==> config.mk <==
export PLATFORM = sky130hd
export DESIGN_NAME = obpl_ram
export DESIGN_NICKNAME = d
export VERILOG_FILES = /design/src/sv/obpl_ram.sv
export SDC_FILE = /design/constraint.sdc
export NUM_CORES = 1
export LEC_CHECK = 0
export ABC_AREA = 1
export CAP_MARGIN = 5
export CORE_MARGIN = 10
export CORE_UTILIZATION = 40
export CTS_BUF_LIST = sky130_fd_sc_hd__clkbuf_4 sky130_fd_sc_hd__clkbuf_8 sky130_fd_sc_hd__clkbuf_16
export CTS_CLUSTER_SIZE = 12
export DETAILED_ROUTE_END_ITERATION = 10
export DONT_BUFFER_PORTS = 1
export GPL_TIMING_DRIVEN = 0
export SLEW_MARGIN = 20
export SYNTH_ARGS = -nofsm -noshare
export SYNTH_HDL_FRONTEND = slang
export SYNTH_SLANG_ARGS = --single-unit
==> constraint.sdc <==
create_clock -name clk -period 3.5 [get_ports clk]
set_clock_uncertainty 0.2 [all_clocks]
set_input_delay 0.525 -clock clk [delete_from_list [all_inputs] [get_ports clk]]
set_output_delay 0.525 -clock clk [all_outputs]
set_load 0.1 [all_outputs]
==> src/sv/obpl_ram.sv <==
// Generic single-port RAM with registered read data.
// No dependencies.
module obpl_ram #(
	parameter int WIDTH = 8,
	parameter int DEPTH = 16,
	localparam int AW = (DEPTH > 1) ? $clog2(DEPTH) : 1
) (
	input  logic             clk,
	input  logic             we,
	input  logic [AW-1:0]    addr,
	input  logic [WIDTH-1:0] wdata,
	output logic [WIDTH-1:0] rdata
);

	logic [WIDTH-1:0] mem [DEPTH];

	always_ff @(posedge clk) begin
		if (we) begin
			mem[addr] <= wdata;
		end
		rdata <= mem[addr];
	end

endmodule

==> run summary <==
Antenna Nets Post-Route -> 0
Avg WL per Cell -> 16.5 um
Crit path DAT -> 2080 ps
Synthesis-to-layout area growth -> 17.2%
Worst slew margin -> 0.359
Syn avg cell area -> 10.2 um^2
Clock Sinks -> 136
Part of the power in registers -> 0.470
Sequential area share after synthesis -> 0.716
Placeable Area -> 13800 um^2
GP Congestion -> 0.860
Vias in the first global route -> 3539
Hold Crit Class -> in2reg
Peak Freq -> 446 MHz
Status -> finished, final reports clean
Final Setup Violations -> 0
CTS root buffer -> clkbuf_16
Post-Synth XOR/XNOR Area -> 0
Nets@finish -> 589
Total routed wirelength -> 12700 um
Fillers -> 1323
IR drop worst, VDD -> 0.391 mV
Share of the synthesized area in the top cell type -> 0.687
Worst EP required -> 3340 ps
Cell taking the most area after synthesis -> edfxtp_1
Post-Synth Simple-Gate Area -> 0.248
Multi-input logic area -> 1390 um^2
Maxcap violations -> 0
Clock power frac -> 0.478
TritonCTS buffer count -> 17
Internal Power -> 3.16 mW
Final Hold Violating Endpoints -> 0
Post-synthesis compound-gate area fraction -> 0
FF+latch area -> 4000 um^2
CP Max Fanout -> 10
Cell Chain, Critical Path -> buf_2, clkinv_1, buf_2, nand3_1, nor2_1
Pin count of the biggest net entering global routing -> 17
Post-synthesis cell area -> 5590 um^2
Gr ovfl total -> 0
I/O Pins -> 22
Die footprint -> 19100 um^2
Max clock buf depth -> 2
Mapped Cells -> 548
Largest family of logic cells by synthesized area -> simple AND/OR/NAND/NOR gates
Starting density of the core -> 0.406
Switching power -> 911 uW
Synth unique cells -> 11
CTS tree -> done
Share of cells above drive strength 1 -> 0.0867
CP max stage cell -> nor2_1
Final WS setup -> 1260 ps
Flop and latch count out of synthesis -> 136
# port buffers -> 0
Die height -> 138 um
CP Capture Type -> flip-flop
Postcts setup bufs -> 0
Worst-path clk slew -> 60 ps
Iteration-0 DRC Markers -> 414
Critical path class -> in2reg
Drc violations -> 0
Combinational share of power -> 0.051
Global-route wire length before repair -> 19700 um
Pwr dens -> 621 nW/um^2
Critical Path Most Common Cell -> buf_2
Die Span X -> 138 um
Antenna cell count -> 0
Vias -> 3620
Final Cycle Share -> 0.641
Vias per cell -> 4.71
Global Route Usage Sum -> 0.133
Tmin final -> 2240 ps
CTS H-tree lvls -> 4
Detail Placement HPWL -> 8150 um
Area contributors post-synth -> edfxtp_1, nand2_1, dfxtp_1
Synth Area in Adders -> 0
Syn_nets -> 562
Initial antenna violation count -> 0
Fin Hold WS -> 324 ps
Worst-Skew Late Latency -> 420 ps
Sw Share -> 0.224
Synth warn -> 0
Mux contribution to synthesized area -> 0
Fin Setup TNS -> 0 ps
Std-Cell Rows -> 43
Pre-antenna DRT Iters -> 5
Placement Setup Slack -> 844 ps
P_leak -> 2.77 nW
Slew @ Worst Pin -> 960 ps
Startpoint Class -> input port
Unrepaired setup endpoints after global routing -> no
Worst path max stage delay -> 680 ps
Post-layout util -> 0.476
Max-slew violation count -> 0
==> sequential cells by signal, indices dropped and copies added (netlist names) <==
signal  count
mem       128
rdata       8
==> synthesized netlist by cell type <==
| master | count |
|---|---|
| nand2_1 | 346 |
| edfxtp_1 | 128 |
| inv_1 | 21 |
| nor2_1 | 18 |
| buf_2 | 12 |
| dfxtp_1 | 8 |
| buf_4 | 6 |
| nand3_1 | 4 |
| clkbuf_1 | 3 |
| clkinv_1 | 1 |
| inv_2 | 1 |
==> critical path, delay by kind of cell <==
| kind | cells | cell delay, ps |
|---|---|---|
| AND/OR/NAND/NOR | 2 | 950 |
| buffers and inverters | 3 | 600 |
==> what timing repair did <==
action,CTS,global route
hold endpoints to repair,128,0
gates resized for setup,0,0
hold buffers,8,0
==> power groups by stage <==
stage / logic (mW) / registers, mW / clock network, mW
CTS: 0.210 / 1.91 / 1.97
global route: 0.237 / 1.92 / 2.05
global placement: 0.173 / 1.95 / 0
floorplan: 0.126 / 1.94 / 0
detailed placement: 0.174 / 1.95 / 0
finish: 0.209 / 1.91 / 1.95
==> through the flow <==
stage | power (mW) | cells | area [um^2]
after floorplan | 2.07 | 548 | 5590
after global placement | 2.12 | 728 | 5820
after detailed placement | 2.12 | 728 | 5820
after CTS | 4.10 | 768 | 6550
after global routing | 4.20 | 768 | 6550
final | 4.07 | 768 | 6550
==> layer usage <==
layer | vias to the layer above | wire (um) | track usage
met3 | 22 | 603 | 0.0397
met2 | 118 | 6050 | 0.211
li1 | 1810 | - | -
met1 | 1670 | 5780 | 0.166
met5 | - | 0 | 0
met4 | 0 | 273 | 0.0572
==> layout make-up <==
type                       count  area share
inverter                      23      0.0132
clock inverter                14      0.0340
buffer                        21      0.0178
sequential                   136       0.611
timing repair buffer           8      0.0122
multi-input combinational    368       0.212
clock buffer                  18      0.0661
tap                          180      0.0344
==> layout by cell type (no fill, tap or decap) <==
master         count
clkinv_4           4
dfxtp_1            8
clkinv_1           1
clkinv_2           1
edfxtp_1         128
clkbuf_4           1
clkbuf_16         17
bufinv_16          5
clkinvlp_4         2
clkbuf_1           3
inv_6              2
inv_2              1
buf_2             12
nand3_1            4
inv_1             21
dlygate4sd3_1      8
buf_4              6
nand2_1          346
nor2_1            18
==> cells by family after synthesis <==
| family | count (synthesis) |
|---|---|
| DFF | 136 |
| and+or+nand+nor | 368 |
| buffers and inverters | 44 |
==> path summary, 6_finish.rpt <==
check | startpoint | to | slack [ps] | cells past startpoint
setup / recovery | addr[1] | mem[1][7] | 1260 | 5
hold / removal | addr[3] | rdata[7] | 320 | 5
hold reg to reg | mem[0][7] | rdata[7] | 510 | 8
setup reg to reg | mem[2][2] | rdata[2] | 2280 | 8
(Power assumes the default switching activity.)
