`src/sv/obpl_pkg.sv`:
```
// Shared types and codes for the order book price ladder.
// No dependencies; imported by the level index unit and the top level.
package obpl_pkg;

	localparam int SLOT_W  = 12;
	localparam int LINK_W  = 13;
	localparam int PRICE_W = 31;
	localparam int SHARE_W = 32;
	localparam int TOTAL_W = 48;

	// link with bit 12 set: no order
	localparam logic [LINK_W-1:0] NO_LINK = 13'h1000;

	localparam logic [1:0] STAT_DONE  = 2'd0;
	localparam logic [1:0] STAT_RANGE = 2'd1;
	localparam logic [1:0] STAT_SLOT  = 2'd2;

	localparam logic ACT_ADD    = 1'b0;
	localparam logic ACT_REMOVE = 1'b1;

	localparam logic CFG_SIDE = 1'b0;
	localparam logic CFG_BASE = 1'b1;

	typedef struct packed {
		logic [LINK_W-1:0]  head;
		logic [LINK_W-1:0]  tail;
		logic [TOTAL_W-1:0] total;
	} lvl_ent_t;

	typedef struct packed {
		logic [PRICE_W-1:0] price;
		logic [SHARE_W-1:0] shares;
	} ord_ent_t;

	typedef struct packed {
		logic done;
		logic below;
		logic above;
	} idx_res_t;

endpackage

```
`src/sv/obpl_lvl_idx.sv`:
```
// Pipelined price to ladder level mapping in registered stages s1 to s6, with done flagged alongside the result.
// Uses obpl_pkg; divides by the tick through a reciprocal multiply and one correction.
module obpl_lvl_idx import obpl_pkg::*; #(
	parameter int HALF_LEVELS = 512,
	parameter int PRICE_TICK  = 1,
	localparam int LEVELS = 2 * HALF_LEVELS + 1,
	localparam int LVW    = $clog2(LEVELS)
) (
	input  logic               clk,
	input  logic               arst_n,
	input  logic               start,
	input  logic [PRICE_W-1:0] price,
	input  logic [PRICE_W-1:0] base,
	output idx_res_t           res,
	output logic [LVW-1:0]     idx
);

	localparam int TL = $clog2(PRICE_TICK);
	localparam int SH = 31 + TL;
	localparam logic [63:0] RECIP_FULL = (64'd1 << SH) / 64'(PRICE_TICK);
	localparam logic [31:0] RECIP = RECIP_FULL[31:0];
	localparam int QW = $clog2(HALF_LEVELS + 2);
	localparam int TW = $clog2(PRICE_TICK + 1);

	logic [5:0] v_q;

	logic [31:0]        d_s1;
	logic [30:0]        a_s2, a_s3, a_s4;
	logic               neg_s2, neg_s3, neg_s4, neg_s5;
	logic [31:0]        qe_s3;
	logic               over_s4, over_s5;
	logic [QW-1:0]      qn_s4, q_s5;
	logic [QW+TW-1:0]   m_s4;
	logic               below_s6, above_s6;
	logic [62:0]        prod;
	logic [30:0]        r;
	logic               over_fin;

	always_ff @(posedge clk or negedge arst_n) begin
		if (!arst_n) begin
			v_q <= '0;
		end else begin
			v_q <= {v_q[4:0], start};
		end
	end

	assign prod = 63'(a_s2) * 63'(RECIP);
	assign r    = a_s4 - 31'(m_s4);
	assign over_fin = over_s5 || (q_s5 > QW'(HALF_LEVELS));

	always_ff @(posedge clk) begin
		// s1: signed offset from base
		d_s1   <= {1'b0, price} - {1'b0, base};
		// s2: magnitude
		neg_s2 <= d_s1[31];
		a_s2   <= d_s1[31] ? 31'(~d_s1 + 32'd1) : d_s1[30:0];
		// s3: quotient estimate, low by at most one
		neg_s3 <= neg_s2;
		a_s3   <= a_s2;
		qe_s3  <= 32'(prod >> SH);
		// s4: range check, back-multiply
		neg_s4  <= neg_s3;
		a_s4    <= a_s3;
		over_s4 <= qe_s3 > 32'(HALF_LEVELS);
		qn_s4   <= qe_s3[QW-1:0];
		m_s4    <= (QW+TW)'(qe_s3[QW-1:0]) * (QW+TW)'(PRICE_TICK);
		// s5: correction
		neg_s5  <= neg_s4;
		over_s5 <= over_s4;
		q_s5    <= qn_s4 + QW'(r >= 31'(PRICE_TICK));
		// s6: level index
		below_s6 <= over_fin && neg_s5;
		above_s6 <= over_fin && !neg_s5;
		idx      <= neg_s5 ? LVW'(HALF_LEVELS) - LVW'(q_s5) : LVW'(HALF_LEVELS) + LVW'(q_s5);
	end

	assign res = '{done: v_q[5], below: below_s6, above: above_s6};

endmodule

```
`config.mk`:
```
export PLATFORM = sky130hd
export DESIGN_NAME = obpl_lvl_idx
export DESIGN_NICKNAME = d
export VERILOG_FILES = /design/src/sv/obpl_pkg.sv /design/src/sv/obpl_lvl_idx.sv
export SDC_FILE = /design/constraint.sdc
export NUM_CORES = 1
export LEC_CHECK = 0
export BUFFER_PORTS_ARGS = -buffer_cell sky130_fd_sc_hd__clkbuf_2
export CAP_MARGIN = 25
export CORE_MARGIN = 10
export CORE_UTILIZATION = 50
export DETAILED_ROUTE_END_ITERATION = 10
export PLACE_DENSITY = 0.79
export SKIP_CTS_REPAIR_TIMING = 1
export SLEW_MARGIN = 20
export SYNTH_ARGS = -nofsm -noshare
export SYNTH_HDL_FRONTEND = slang
export SYNTH_SLANG_ARGS = --single-unit
```
`constraint.sdc`:
```
create_clock -name clk -period 2.3 [get_ports clk]
set_input_delay 0.115 -clock clk [delete_from_list [all_inputs] [get_ports clk]]
set_output_delay 0.115 -clock clk [all_outputs]
set_load 0.1 [all_outputs]
```
==> results.txt, run 1 <==
----------------------------------------------------
[Pwr]
  Total power after layout ... ~8.8 mW
  Ratio of total power to cell area ... around 1200 nW/um^2
  Leakage power figure ... 3.330 nW
  Largest voltage drop on the vdd net ... 0.6313 mV

[Finish]
  Utilization of the core after routing ... 0.6078
  Share of final-layout standard cells stronger than drive strength 1 ... 0.1851
  Commonest non-fill, non-tap cell in the layout ... dfxtp_1
  Ant. Diodes ... 0
  Footprint of the multi-input gates ... approximately 2900 sq um
  Final design instance area without fill ... approximately 7600 sq um
  Most frequent cells in the layout ... dfxtp_1 (154), clkbuf_2 (78), xnor2_1 (57)
  Area taken by flip-flops and latches ... about 3200 sq um
  Filler instances ... a little over 1,000
  Final layout net count ... about 830
  Area Overhead vs Synth ... 20.40%

[CTS]
  Clk slew on worst S/H paths ... around 60 ps
  Clock tree root driver cell ... clkbuf_16
  Number of H-tree levels ... 4
  Clock tree from TritonCTS ... done
  Number of buffers inserted during clock tree synthesis ... 17
  Clock sink total ... 160
  Maximum buffer depth of the clock tree ... 2
  Clock insertion delay at the later pin of the skew report ... a little over 400 ps

[Critical path]
  Critical Path Start ... a_s4[17]
  Required time of the critical path ... between 2000 and 3000 ps
  Data arrival time at the worst-slack endpoint ... roughly 2400 ps
  Endpoint type of the worst setup path ... flop
  Master of the slowest instance on the critical path ... or4_1
  R2R Path Start ... a_s4[17]
  Crit-path cells ... or4_1 > or4_1 > ha_1 > ha_1 > nand3_1 > xnor2_1
  Reg2Reg Setup Slack ... roughly 190 ps
  Max incr delay on CP ... between 400 and 500 ps
  Class of the most critical setup path ... reg -> reg
  Crit path launch type ... flop
  CP Max Fanout ... 5

[Synth]
  Post-Syn Instances ... around 620
  Avg Cell Area, Syn ... 10.13 sq um
  Yosys reg bits ... 160
  Number of flops mapped to enable cells by yosys ... 0
  Share of synthesized area occupied by flip-flops and latches ... 0.5117
  Post-synthesis instance area ... roughly 6300 sq um
  Top flip-flop cell by instance count after synthesis ... dfxtp_1
  Number of warnings issued by yosys ... 0
  Netlist cell types ... 55
  Net count after synthesis ... just over 700
  Async set-reset flop share out of synthesis ... 0.03750

[Route]
  Sum of routed wire length over all layers ... between 10,000 and 15,000 um
  First-pass iteration count of the detailed router ... 4
  Remaining antenna violation count after routing ... 0
  First-iteration detailed-routing DRC count ... 186
  Ratio of routed vias to standard cells ... 5.090
  Number of remaining DRC errors ... 0
  Routed wire length per instance ... about 14 um
  Number of vias in the routed layout ... ~4,600

[Place]
  Standard cell area after detailed placement ... between 6000 and 7000 sq um
  Input/output buffers ... 78
  Routability congestion estimate from global placement ... between 0.8 and 0.9
  DP HPWL ... between 9000 and 10,000 um

[Floorplanning]
  Number of cell rows ... 41
  Core ar. ... 12,520 sq um
  Area of the die ... 17,530 sq um
  Top-Level Pins ... 79
  Die height ... roughly 130 um
  Effective utilization at floorplan ... 0.5048
  Die W ... between 100 and 150 um

[STA]
  Sum of negative setup slack ... 0 ps
  Shortest clock period the worst path allows after layout ... about 2100 ps
  RSZ-0062 raised after global routing ... no
  Final hold viol count ... 0
  Worst Tran Pin Value ... ~550 ps
  Tightest hold margin ... 16.78 ps
  Number of slew-limit violations in the final report ... 0
  Post-route clock period utilization ... 0.9172
  Highest Clock Rate ... ~0.47 GHz
  Final worst clock skew ... 9.643 ps
  Worst-case headroom to the max-slew limit ... 0.6371
  Final count of negative-setup-slack endpoints ... 0

[Hold path]
  Type of the worst min-delay path ... in -> reg
  Source of the worst hold timing path ... price[30]

[Global route]
  Global-route wire length before repair ... roughly 21,000 um
  Initial antenna violation count ... 0
  Sum of overflow across all layers after global routing ... 0
  GRT Overall Usage ... 0.1441
  Number of global-route vias before repair ... 4,811
  Maximum number of pins on one net before global-route repair ... 23

[Status]
  Outcome ... complete, no violations

[Flow run]
  Number of maximum-capacitance constraint violations ... 0

----------------------------------------------------
-- path summary, 6_finish.rpt --
kind | endpoint | cells after the start
setup / recovery | q_s5[8] | 6
hold / removal | d_s1[31] | 3
setup reg to reg | q_s5[8] | 6
hold reg to reg | a_s3[26] | 0
max in group asynchronous | v_q[4] | 2
min in group asynchronous | v_q[2] | 2
-- layer usage --
metal | up-vias | GRT usage | part of all wire
met5 | - | 0 | 0
met4 | 0 | 0.04401 | 0.0080
met3 | 9 | 0.03823 | 0.041
met2 | 97 | 0.2561 | 0.51
met1 | 2136 | 0.1649 | 0.44
li1 | 2400 | - | -
-- cells by family (layout without fill, tap and decap cells) --
family / after synthesis / in the layout / share of synthesized area
simple gates: 160 / 160 / 0.1412
fa+ha+maj: 36 / 36 / 0.07248
mux: 1 / 1 / 0.001782
xor+xnor: 69 / 69 / 0.09564
flops: 160 / 160 / 0.5117
compound gates: 139 / 139 / 0.1402
buf+inv: 59 / 175 / 0.03703
-- metrics by stage --
step | setup WS [ps] | instances
final | 190.3 | 912
after global routing | 75.67 | 912
after CTS | 186.0 | 909
after detailed placement | -30.74 | 877
after global placement | 19.70 | 877
after floorplan | 173.4 | 624
-- critical path, delay by kind of cell, from the launching register on --
kind / cells / cell delay (ps)
AND/OR/NAND/NOR: 3 / 1100
adder cells (fa/ha/maj): 2 / 520
flip-flops: 1 / 290
XOR/XNOR: 1 / 130
-- layout make-up --
class | instances | area share
Clock buffer | 17 | 0.05592
Clock inverter | 15 | 0.02270
Inverter | 47 | 0.02319
Multi-Input combinational cell | 405 | 0.3748
Sequential cell | 160 | 0.4250
Tap cell | 172 | 0.02829
Timing Repair Buffer | 96 | 0.07007
-- report_power, final --
group	leakage (nW)	internal, mW	total [mW]	switching, mW
registers	1.37	3.65	4.10	0.446
logic	1.67	0.652	1.96	1.31
clock network	0.287	1.55	2.72	1.17
total	3.33	5.85	8.78	2.93
-- flip-flops by register name, summed over array words and instances (netlist names), 6 cells and up --
register / flops
q_s5: 10
a_s2: 31
d_s1: 32
a_s3: 31
a_s4: 31
v_q: 6
idx: 11
-- cell usage after synthesis, types with 5 or more instances --
library cell  instances  area share
and3_1               10      0.0099
and4_1                6      0.0083
a21oi_1              44       0.035
inv_1                47       0.028
nand4_1               5      0.0050
xor2_1               12       0.017
nand3_1              17       0.013
or4_1                 7      0.0083
or3_1                 9      0.0089
o21ai_0              28       0.022
nor2_1               23       0.014
nand2_1              37       0.022
o31ai_1              13       0.015
clkbuf_1              8      0.0048
xnor2_1              57       0.079
ha_1                 35       0.069
dfrtp_1               6       0.024
nor4_1               10      0.0099
nor2b_1               5      0.0050
dfxtp_1             154        0.49
o21a_1                9       0.011
a211oi_1              6      0.0071
nand2b_1              7      0.0069
o21bai_1              5      0.0059
nor3_1                8      0.0063
Power figures use the tool's default switching activity.
==> run 2: changes to the inputs <==
--- a/config.mk
+++ b/config.mk
@@ -5,12 +5,14 @@
 export SDC_FILE = /design/constraint.sdc
 export NUM_CORES = 1
 export LEC_CHECK = 0
+export ABC_AREA = 0
 export BUFFER_PORTS_ARGS = -buffer_cell sky130_fd_sc_hd__clkbuf_2
 export CAP_MARGIN = 25
 export CORE_MARGIN = 10
-export CORE_UTILIZATION = 50
+export CORE_UTILIZATION = 45
+export CTS_CLUSTER_SIZE = 10
 export DETAILED_ROUTE_END_ITERATION = 10
-export PLACE_DENSITY = 0.79
+export PLACE_DENSITY = 0.73
 export SKIP_CTS_REPAIR_TIMING = 1
 export SLEW_MARGIN = 20
 export SYNTH_ARGS = -nofsm -noshare
==> run 2 against run 1 <==
Net effect:
- cell count rose by 0.77%
- final area grew 0.15%
- maximum frequency fell by 4.7%
- critical path type unchanged
- via count increased by 0.52%
- largest power group unchanged
==> results.txt, run 2 (synthesis gave the netlist of run 1 again) <==
----------------------------------------------------
[Status]
  Outcome ... complete, no violations (unchanged)

[STA]
  Worst Setup Slack, final ... 86.30 ps (was 190.3 ps)
  Post-route clock period utilization ... 0.9625 (was 0.9172)
  Final hold viol count ... 0 (unchanged)
  RSZ-0062 raised after global routing ... no (unchanged)
  Worst Tran Pin Value ... 565.8 ps (was 546.7 ps)
  Tightest hold margin ... 4.904 ps (was 16.78 ps)
  Number of slew-limit violations in the final report ... 0 (unchanged)
  Final worst clock skew ... 8.113 ps (was 9.643 ps)
  Worst-case headroom to the max-slew limit ... 0.6203 (was 0.6371)
  Sum of negative setup slack ... 0 ps (unchanged)
  Highest Clock Rate ... 0.4517 GHz (was 0.4740 GHz)
  Final count of negative-setup-slack endpoints ... 0 (unchanged)
  Shortest clock period the worst path allows after layout ... 2214 ps (was 2110 ps)

[Floorplanning]
  Effective utilization at floorplan ... 0.4570 (was 0.5048)
  Area of the die ... 19,180 sq um (was 17,530 sq um)
  Top-Level Pins ... 79 (unchanged)
  Core ar. ... 13,830 sq um (was 12,520 sq um)
  Die height ... 138.5 um (was 132.4 um)
  Die W ... 138.5 um (was 132.4 um)
  Number of cell rows ... 43 (was 41)

[Finish]
  Most frequent cells in the layout ... dfxtp_1 (154), clkbuf_2 (78), xnor2_1 (57) (unchanged)
  Final layout net count ... 827 (was 828)
  Commonest non-fill, non-tap cell in the layout ... dfxtp_1 (unchanged)
  Ant. Diodes ... 0 (unchanged)
  Flip-flop count of the largest register after layout ... 32 (unchanged)
  Filler instances ... 1,185 (was 1,019)
  Register with the most flip-flops ... d_s1 (unchanged)
  Footprint of the multi-input gates ... 2851 sq um (unchanged)
  Share of final-layout standard cells stronger than drive strength 1 ... 0.1840 (was 0.1851)
  Area taken by flip-flops and latches ... 3233 sq um (unchanged)
  Area Overhead vs Synth ... 20.57% (was 20.40%)

[Critical path]
  Required time of the critical path ... 2620 ps (was 2630 ps)
  R2R Path Start ... a_s4[15] (was a_s4[17])
  Endpoint of the most critical register-to-register path ... q_s5[8] (unchanged)
  CP Max Fanout ... 5 (unchanged)
  Reg2Reg Depth ... 7 (was 6)
  Critical Path Start ... a_s4[15] (was a_s4[17])
  Max incr delay on CP ... 450 ps (was 490 ps)
  Endpoint type of the worst setup path ... flop (unchanged)
  End point of the critical path ... q_s5[8] (unchanged)
  Reg2Reg Setup Slack ... 90 ps (was 190 ps)
  Master of the slowest instance on the critical path ... nor4_1 (was or4_1)
  Class of the most critical setup path ... reg -> reg (unchanged)
  Crit path launch type ... flop (unchanged)
  Most common cell on crit path ... ha_1
  Data arrival time at the worst-slack endpoint ... 2540 ps (was 2440 ps)
  Crit-path cells ... nor4_1 > nand4_1 > or4_1 > ha_1 > ha_1 > nand3_1 > xnor2_1 (was or4_1 > or4_1 > ha_1 > ha_1 > nand3_1 > xnor2_1)

[Pwr]
  Logic gate share of total power ... 0.221 (was 0.223)
  Switching Share ... 0.3194 (was 0.3334)
  Clock share of power ... 0.317 (was 0.310)
  Switching pwr ... 2.829 mW (was 2.929 mW)
  Leakage power figure ... 3.330 nW (about the same)
  Register share of total power ... 0.462 (was 0.467)
  Largest voltage drop on the vdd net ... 0.5431 mV (was 0.6313 mV)
  Ratio of total power to cell area ... 1162 nW/um^2 (was 1155 nW/um^2)
  P_int ... 6.027 mW (was 5.855 mW)

[CTS]
  Clock sink total ... 160 (unchanged)
  Maximum buffer depth of the clock tree ... 2 (unchanged)
  Number of H-tree levels ... 4 (unchanged)
  Clk slew on worst S/H paths ... 60 ps (about the same)
  Clock insertion delay at the later pin of the skew report ... 410 ps (about the same)
  Clock tree root driver cell ... clkbuf_16 (unchanged)
  Number of buffers inserted during clock tree synthesis ... 17 (unchanged)
  Clock tree from TritonCTS ... done (unchanged)

[Hold path]
  Type of the worst min-delay path ... in -> reg (unchanged)

[Place]
  DP HPWL ... 9805 um (was 9621 um)
  Routability congestion estimate from global placement ... 0.8965 (was 0.8180)
  Input/output buffers ... 78 (unchanged)
  Post-Place Setup Slack ... -10.55 ps (was -30.74 ps)

[Global route]
  Initial antenna violation count ... 0 (unchanged)
  GRT Overall Usage ... 0.1257 (was 0.1441)
  Maximum number of pins on one net before global-route repair ... 23 (unchanged)
  Global-route wire length before repair ... 20,870 um (was 21,380 um)
  Number of global-route vias before repair ... 4,766 (was 4,811)
  Sum of overflow across all layers after global routing ... 0 (unchanged)

[Route]
  First-pass iteration count of the detailed router ... 5 (was 4)
  Number of vias in the routed layout ... 4,666 (was 4,642)
  Remaining antenna violation count after routing ... 0 (unchanged)
  Sum of routed wire length over all layers ... 12,320 um (was 12,330 um)
  Routed wire length per instance ... 13.41 um (was 13.52 um)
  First-iteration detailed-routing DRC count ... 228 (was 186)
  Ratio of routed vias to standard cells ... 5.077 (was 5.090)
  Number of remaining DRC errors ... 0 (unchanged)

[Flow run]
  Number of maximum-capacitance constraint violations ... 0 (unchanged)

----------------------------------------------------
-- run 2: worst min-delay path by stage --
stage               endpoint  cells past startpoint      start
detailed placement    v_q[5]                      1     arst_n
global route        d_s1[31]                      3  price[30]
CTS                   v_q[2]                      1     arst_n
finish              d_s1[31]                      3  price[30]
floorplan             v_q[0]                      0     arst_n
global placement      v_q[5]                      1     arst_n
-- run 2: area by class of cell --
| class | count | area share |
|---|---|---|
| Clock buffer | 17 | 0.05584 |
| Clock inverter | 15 | 0.02381 |
| Inverter | 47 | 0.02316 |
| Multi-Input combinational cell | 405 | 0.3743 |
| Timing Repair Buffer | 95 | 0.06898 |
| Tap cell | 180 | 0.02956 |
| Sequential cell | 160 | 0.4244 |
-- run 2: stage by stage --
stage	std cells	util	area, sq um	total power [mW]
after floorplan	624	-	6319	5.609
after detailed placement	884	0.5049	6982	6.111
after global placement	884	0.5049	6982	6.029
after global routing	919	0.5510	7619	9.278
final	919	0.5510	7619	8.856
after CTS	916	0.5488	7589	8.916
-- run 2: worst max-delay path: cells and delay by family (launching register included) --
| kind | cells | cell delay (ps) |
|---|---|---|
| flops | 1 | 300 |
| simple gates | 4 | 1170 |
| xor+xnor | 1 | 130 |
| fa+ha+maj | 2 | 520 |
-- run 2: metal layers --
metal	vias to the layer above	share of wire	GRT usage
met2	97	0.50	0.2239
li1	2393	-	-
met3	12	0.040	0.03493
met4	0	0.0098	0.03940
met5	-	0	0
met1	2164	0.45	0.1415
-- run 2: power groups by stage --
stage | Clock, mW | Combinational, mW | Sequential [mW]
2_1_floorplan | 0 | 0.940 | 4.67
3_5_place_dp | 0 | 1.95 | 4.16
5_1_grt | 2.97 | 2.12 | 4.19
6_report | 2.80 | 1.96 | 4.09
4_1_cts | 2.84 | 1.96 | 4.11
3_3_place_gp | 0 | 1.92 | 4.11
==> run 3: changes to the inputs <==
--- a/config.mk
+++ b/config.mk
@@ -6,7 +6,7 @@
 export NUM_CORES = 1
 export LEC_CHECK = 0
 export ABC_AREA = 0
-export BUFFER_PORTS_ARGS = -buffer_cell sky130_fd_sc_hd__clkbuf_2
+export BUFFER_PORTS_ARGS = -buffer_cell sky130_fd_sc_hd__buf_2
 export CAP_MARGIN = 25
 export CORE_MARGIN = 10
 export CORE_UTILIZATION = 45
==> run 3 against run 2 <==
Net effect:
- critical path depth is 1 lower
- register-to-register slack better by 70 ps
- clock skew is 0.70 ps lower
- first-iteration DRC count is 17% higher
- die area stayed put
- combinational power hardly changed
- sequential share of layout area hardly changed
- sequential cell count stayed put
- largest power group unchanged
- largest cell class unchanged
- worst hold slack hardly changed
==> results.txt, run 3 (synthesis gave the netlist of run 1 again) <==
----------------------------------------------------
[Route]
  First-iteration detailed-routing DRC count ... 266 (was 228)
  Ratio of routed vias to standard cells ... 5.100 (was 5.077)
  Number of vias in the routed layout ... 4,697 (was 4,666)
  Remaining antenna violation count after routing ... 0 (unchanged)
  First-pass iteration count of the detailed router ... 5 (unchanged)
  Number of remaining DRC errors ... 0 (unchanged)
  Routed wire length per instance ... 13.92 um (was 13.41 um)
  Sum of routed wire length over all layers ... 12,820 um (was 12,320 um)

[CTS]
  Number of buffers inserted during clock tree synthesis ... 17 (unchanged)
  Maximum buffer depth of the clock tree ... 2 (unchanged)
  Clk slew on worst S/H paths ... 60 ps (about the same)
  Clock insertion delay at the later pin of the skew report ... 410 ps (about the same)
  Clock tree root driver cell ... clkbuf_16 (unchanged)
  Clock tree from TritonCTS ... done (unchanged)
  Clock sink total ... 160 (unchanged)
  Number of H-tree levels ... 4 (unchanged)

[Global route]
  Maximum number of pins on one net before global-route repair ... 23 (unchanged)
  Global-route wire length before repair ... 21,590 um (was 20,870 um)
  Initial antenna violation count ... 0 (unchanged)
  GRT Overall Usage ... 0.1313 (was 0.1257)
  Sum of overflow across all layers after global routing ... 0 (unchanged)
  Number of global-route vias before repair ... 4,814 (was 4,766)

[Finish]
  Filler instances ... 1,196 (was 1,185)
  Footprint of the multi-input gates ... 2851 sq um (unchanged)
  Final layout net count ... 829 (was 827)
  Area taken by flip-flops and latches ... 3233 sq um (unchanged)
  Area Overhead vs Synth ... 20.46% (was 20.57%)
  Commonest non-fill, non-tap cell in the layout ... dfxtp_1 (unchanged)
  Flip-flop count of the largest register after layout ... 32 (unchanged)
  Register with the most flip-flops ... d_s1 (unchanged)
  Non-filler instance count after layout ... 921 (was 919)
  Most frequent cells in the layout ... dfxtp_1 (154), buf_2 (78), xnor2_1 (57) (was dfxtp_1 (154), clkbuf_2 (78), xnor2_1 (57))
  Ant. Diodes ... 0 (unchanged)
  Share of final-layout standard cells stronger than drive strength 1 ... 0.1862 (was 0.1840)

[Critical path]
  Required time of the critical path ... 2630 ps (was 2620 ps)
  Endpoint type of the worst setup path ... flop (unchanged)
  Endpoint of the most critical register-to-register path ... q_s5[8] (unchanged)
  Reg2Reg Setup Slack ... 160 ps (was 90 ps)
  Reg2Reg Depth ... 6 (was 7)
  Data arrival time at the worst-slack endpoint ... 2470 ps (was 2540 ps)
  Class of the most critical setup path ... reg -> reg (unchanged)
  CP Max Fanout ... 5 (unchanged)
  R2R Path Start ... a_s4[17] (was a_s4[15])
  Crit path launch type ... flop (unchanged)

[Hold path]
  Source of the worst hold timing path ... price[30] (unchanged)
  Type of the worst min-delay path ... in -> reg (unchanged)
  Hold Path Stages ... 3 (unchanged)
  Endpoint of the worst hold path ... d_s1[31] (unchanged)

[Pwr]
  Clock share of power ... 0.308 (was 0.317)
  Register share of total power ... 0.469 (was 0.462)
  P_int ... 5.923 mW (was 6.027 mW)
  Logic gate share of total power ... 0.223 (was 0.221)
  Switching pwr ... 2.862 mW (was 2.829 mW)
  Largest voltage drop on the vdd net ... 0.5380 mV (was 0.5431 mV)
  Ratio of total power to cell area ... 1154 nW/um^2 (was 1162 nW/um^2)
  Switching Share ... 0.3258 (was 0.3194)
  Leakage power figure ... 3.312 nW (was 3.330 nW)

[STA]
  Post-route clock period utilization ... 0.9316 (was 0.9625)
  Number of slew-limit violations in the final report ... 0 (unchanged)
  Worst Tran Pin Value ... 504.1 ps (was 565.8 ps)
  Worst-case headroom to the max-slew limit ... 0.6596 (was 0.6203)
  Highest Clock Rate ... 0.4667 GHz (was 0.4517 GHz)
  Final hold viol count ... 0 (unchanged)
  RSZ-0062 raised after global routing ... no (unchanged)
  Final count of negative-setup-slack endpoints ... 0 (unchanged)
  Sum of negative setup slack ... 0 ps (unchanged)
  Shortest clock period the worst path allows after layout ... 2143 ps (was 2214 ps)
  Final worst clock skew ... 7.416 ps (was 8.113 ps)

[Floorplanning]
  Die W ... 138.5 um (unchanged)
  Area of the die ... 19,180 sq um (unchanged)
  Effective utilization at floorplan ... 0.4570 (unchanged)
  Number of cell rows ... 43 (unchanged)
  Core ar. ... 13,830 sq um (unchanged)
  Die height ... 138.5 um (unchanged)
  Top-Level Pins ... 79 (unchanged)

[Place]
  Input/output buffers ... 78 (unchanged)
  Dpl cells ... 886 (was 884)
  DP HPWL ... 9951 um (was 9805 um)
  Routability congestion estimate from global placement ... 0.8649 (was 0.8965)

[Status]
  Outcome ... complete, no violations (unchanged)

[Flow run]
  Number of maximum-capacitance constraint violations ... 0 (unchanged)

----------------------------------------------------
## run 3: changes by cell type in the layout (fill, tap and decap cells not counted)
cell and delta:
inv_4 -1, bufinv_16 -1, clkbuf_2 -78, clkinv_2 +1, clkinv_4 +1, buf_4 +2
buf_2 +78
## run 3: critical path: stages (launching register included)
cell and delay, ps:
dfxtp_1 300, or4_1 510, or4_1 490, ha_1 260, ha_1 260, nand3_1 120, xnor2_1 130
## run 3: metrics by stage
step | power, mW | util | area (sq um) | setup WS [ps] | hold slack [ps]
2_1_floorplan | 5.609 | - | 6319 | 173.4 | -180.6
3_3_place_gp | 6.036 | 0.5060 | 6997 | 37.22 | -66.73
3_5_place_dp | 6.118 | 0.5060 | 6997 | 7.984 | -61.21
4_1_cts | 8.856 | 0.5483 | 7581 | 151.8 | -499.2
5_1_grt | 9.213 | 0.5504 | 7611 | 61.58 | 8.993
6_report | 8.785 | 0.5504 | 7611 | 157.3 | 4.669
## run 3: worst max-delay path by stage
stage / from / to / cells past startpoint
floorplan: price[0] / d_s1[22] / 9
detailed placement: price[0] / d_s1[22] / 11
global route: a_s4[17] / q_s5[8] / 6
finish: a_s4[17] / q_s5[8] / 6
CTS: a_s4[17] / q_s5[8] / 6
global placement: price[0] / d_s1[22] / 11
## run 3: power groups by stage
stage | Clock [mW] | Sequential, mW | Combinational (mW)
2_1_floorplan | 0 | 4.67 | 0.940
3_3_place_gp | 0 | 4.11 | 1.92
5_1_grt | 2.87 | 4.22 | 2.12
6_report | 2.70 | 4.12 | 1.96
4_1_cts | 2.75 | 4.13 | 1.97
3_5_place_dp | 0 | 4.16 | 1.96
## run 3: layer usage
layer,up-vias,part of all wire,global-route usage,wire (um)
met5,-,0,0,0
met1,2136,0.44,0.1504,5613
met4,0,0.016,0.04550,201
met2,132,0.50,0.2282,6367
li1,2403,-,-,-
met3,26,0.049,0.03733,633
## run 3: final cells by class
class                           count  area share
Clock inverter                     15     0.02088
Clock buffer                       17     0.05589
Inverter                           47     0.02318
Tap cell                          180     0.02959
Multi-Input combinational cell    405      0.3747
Sequential cell                   160      0.4248
Timing Repair Buffer               97     0.07102
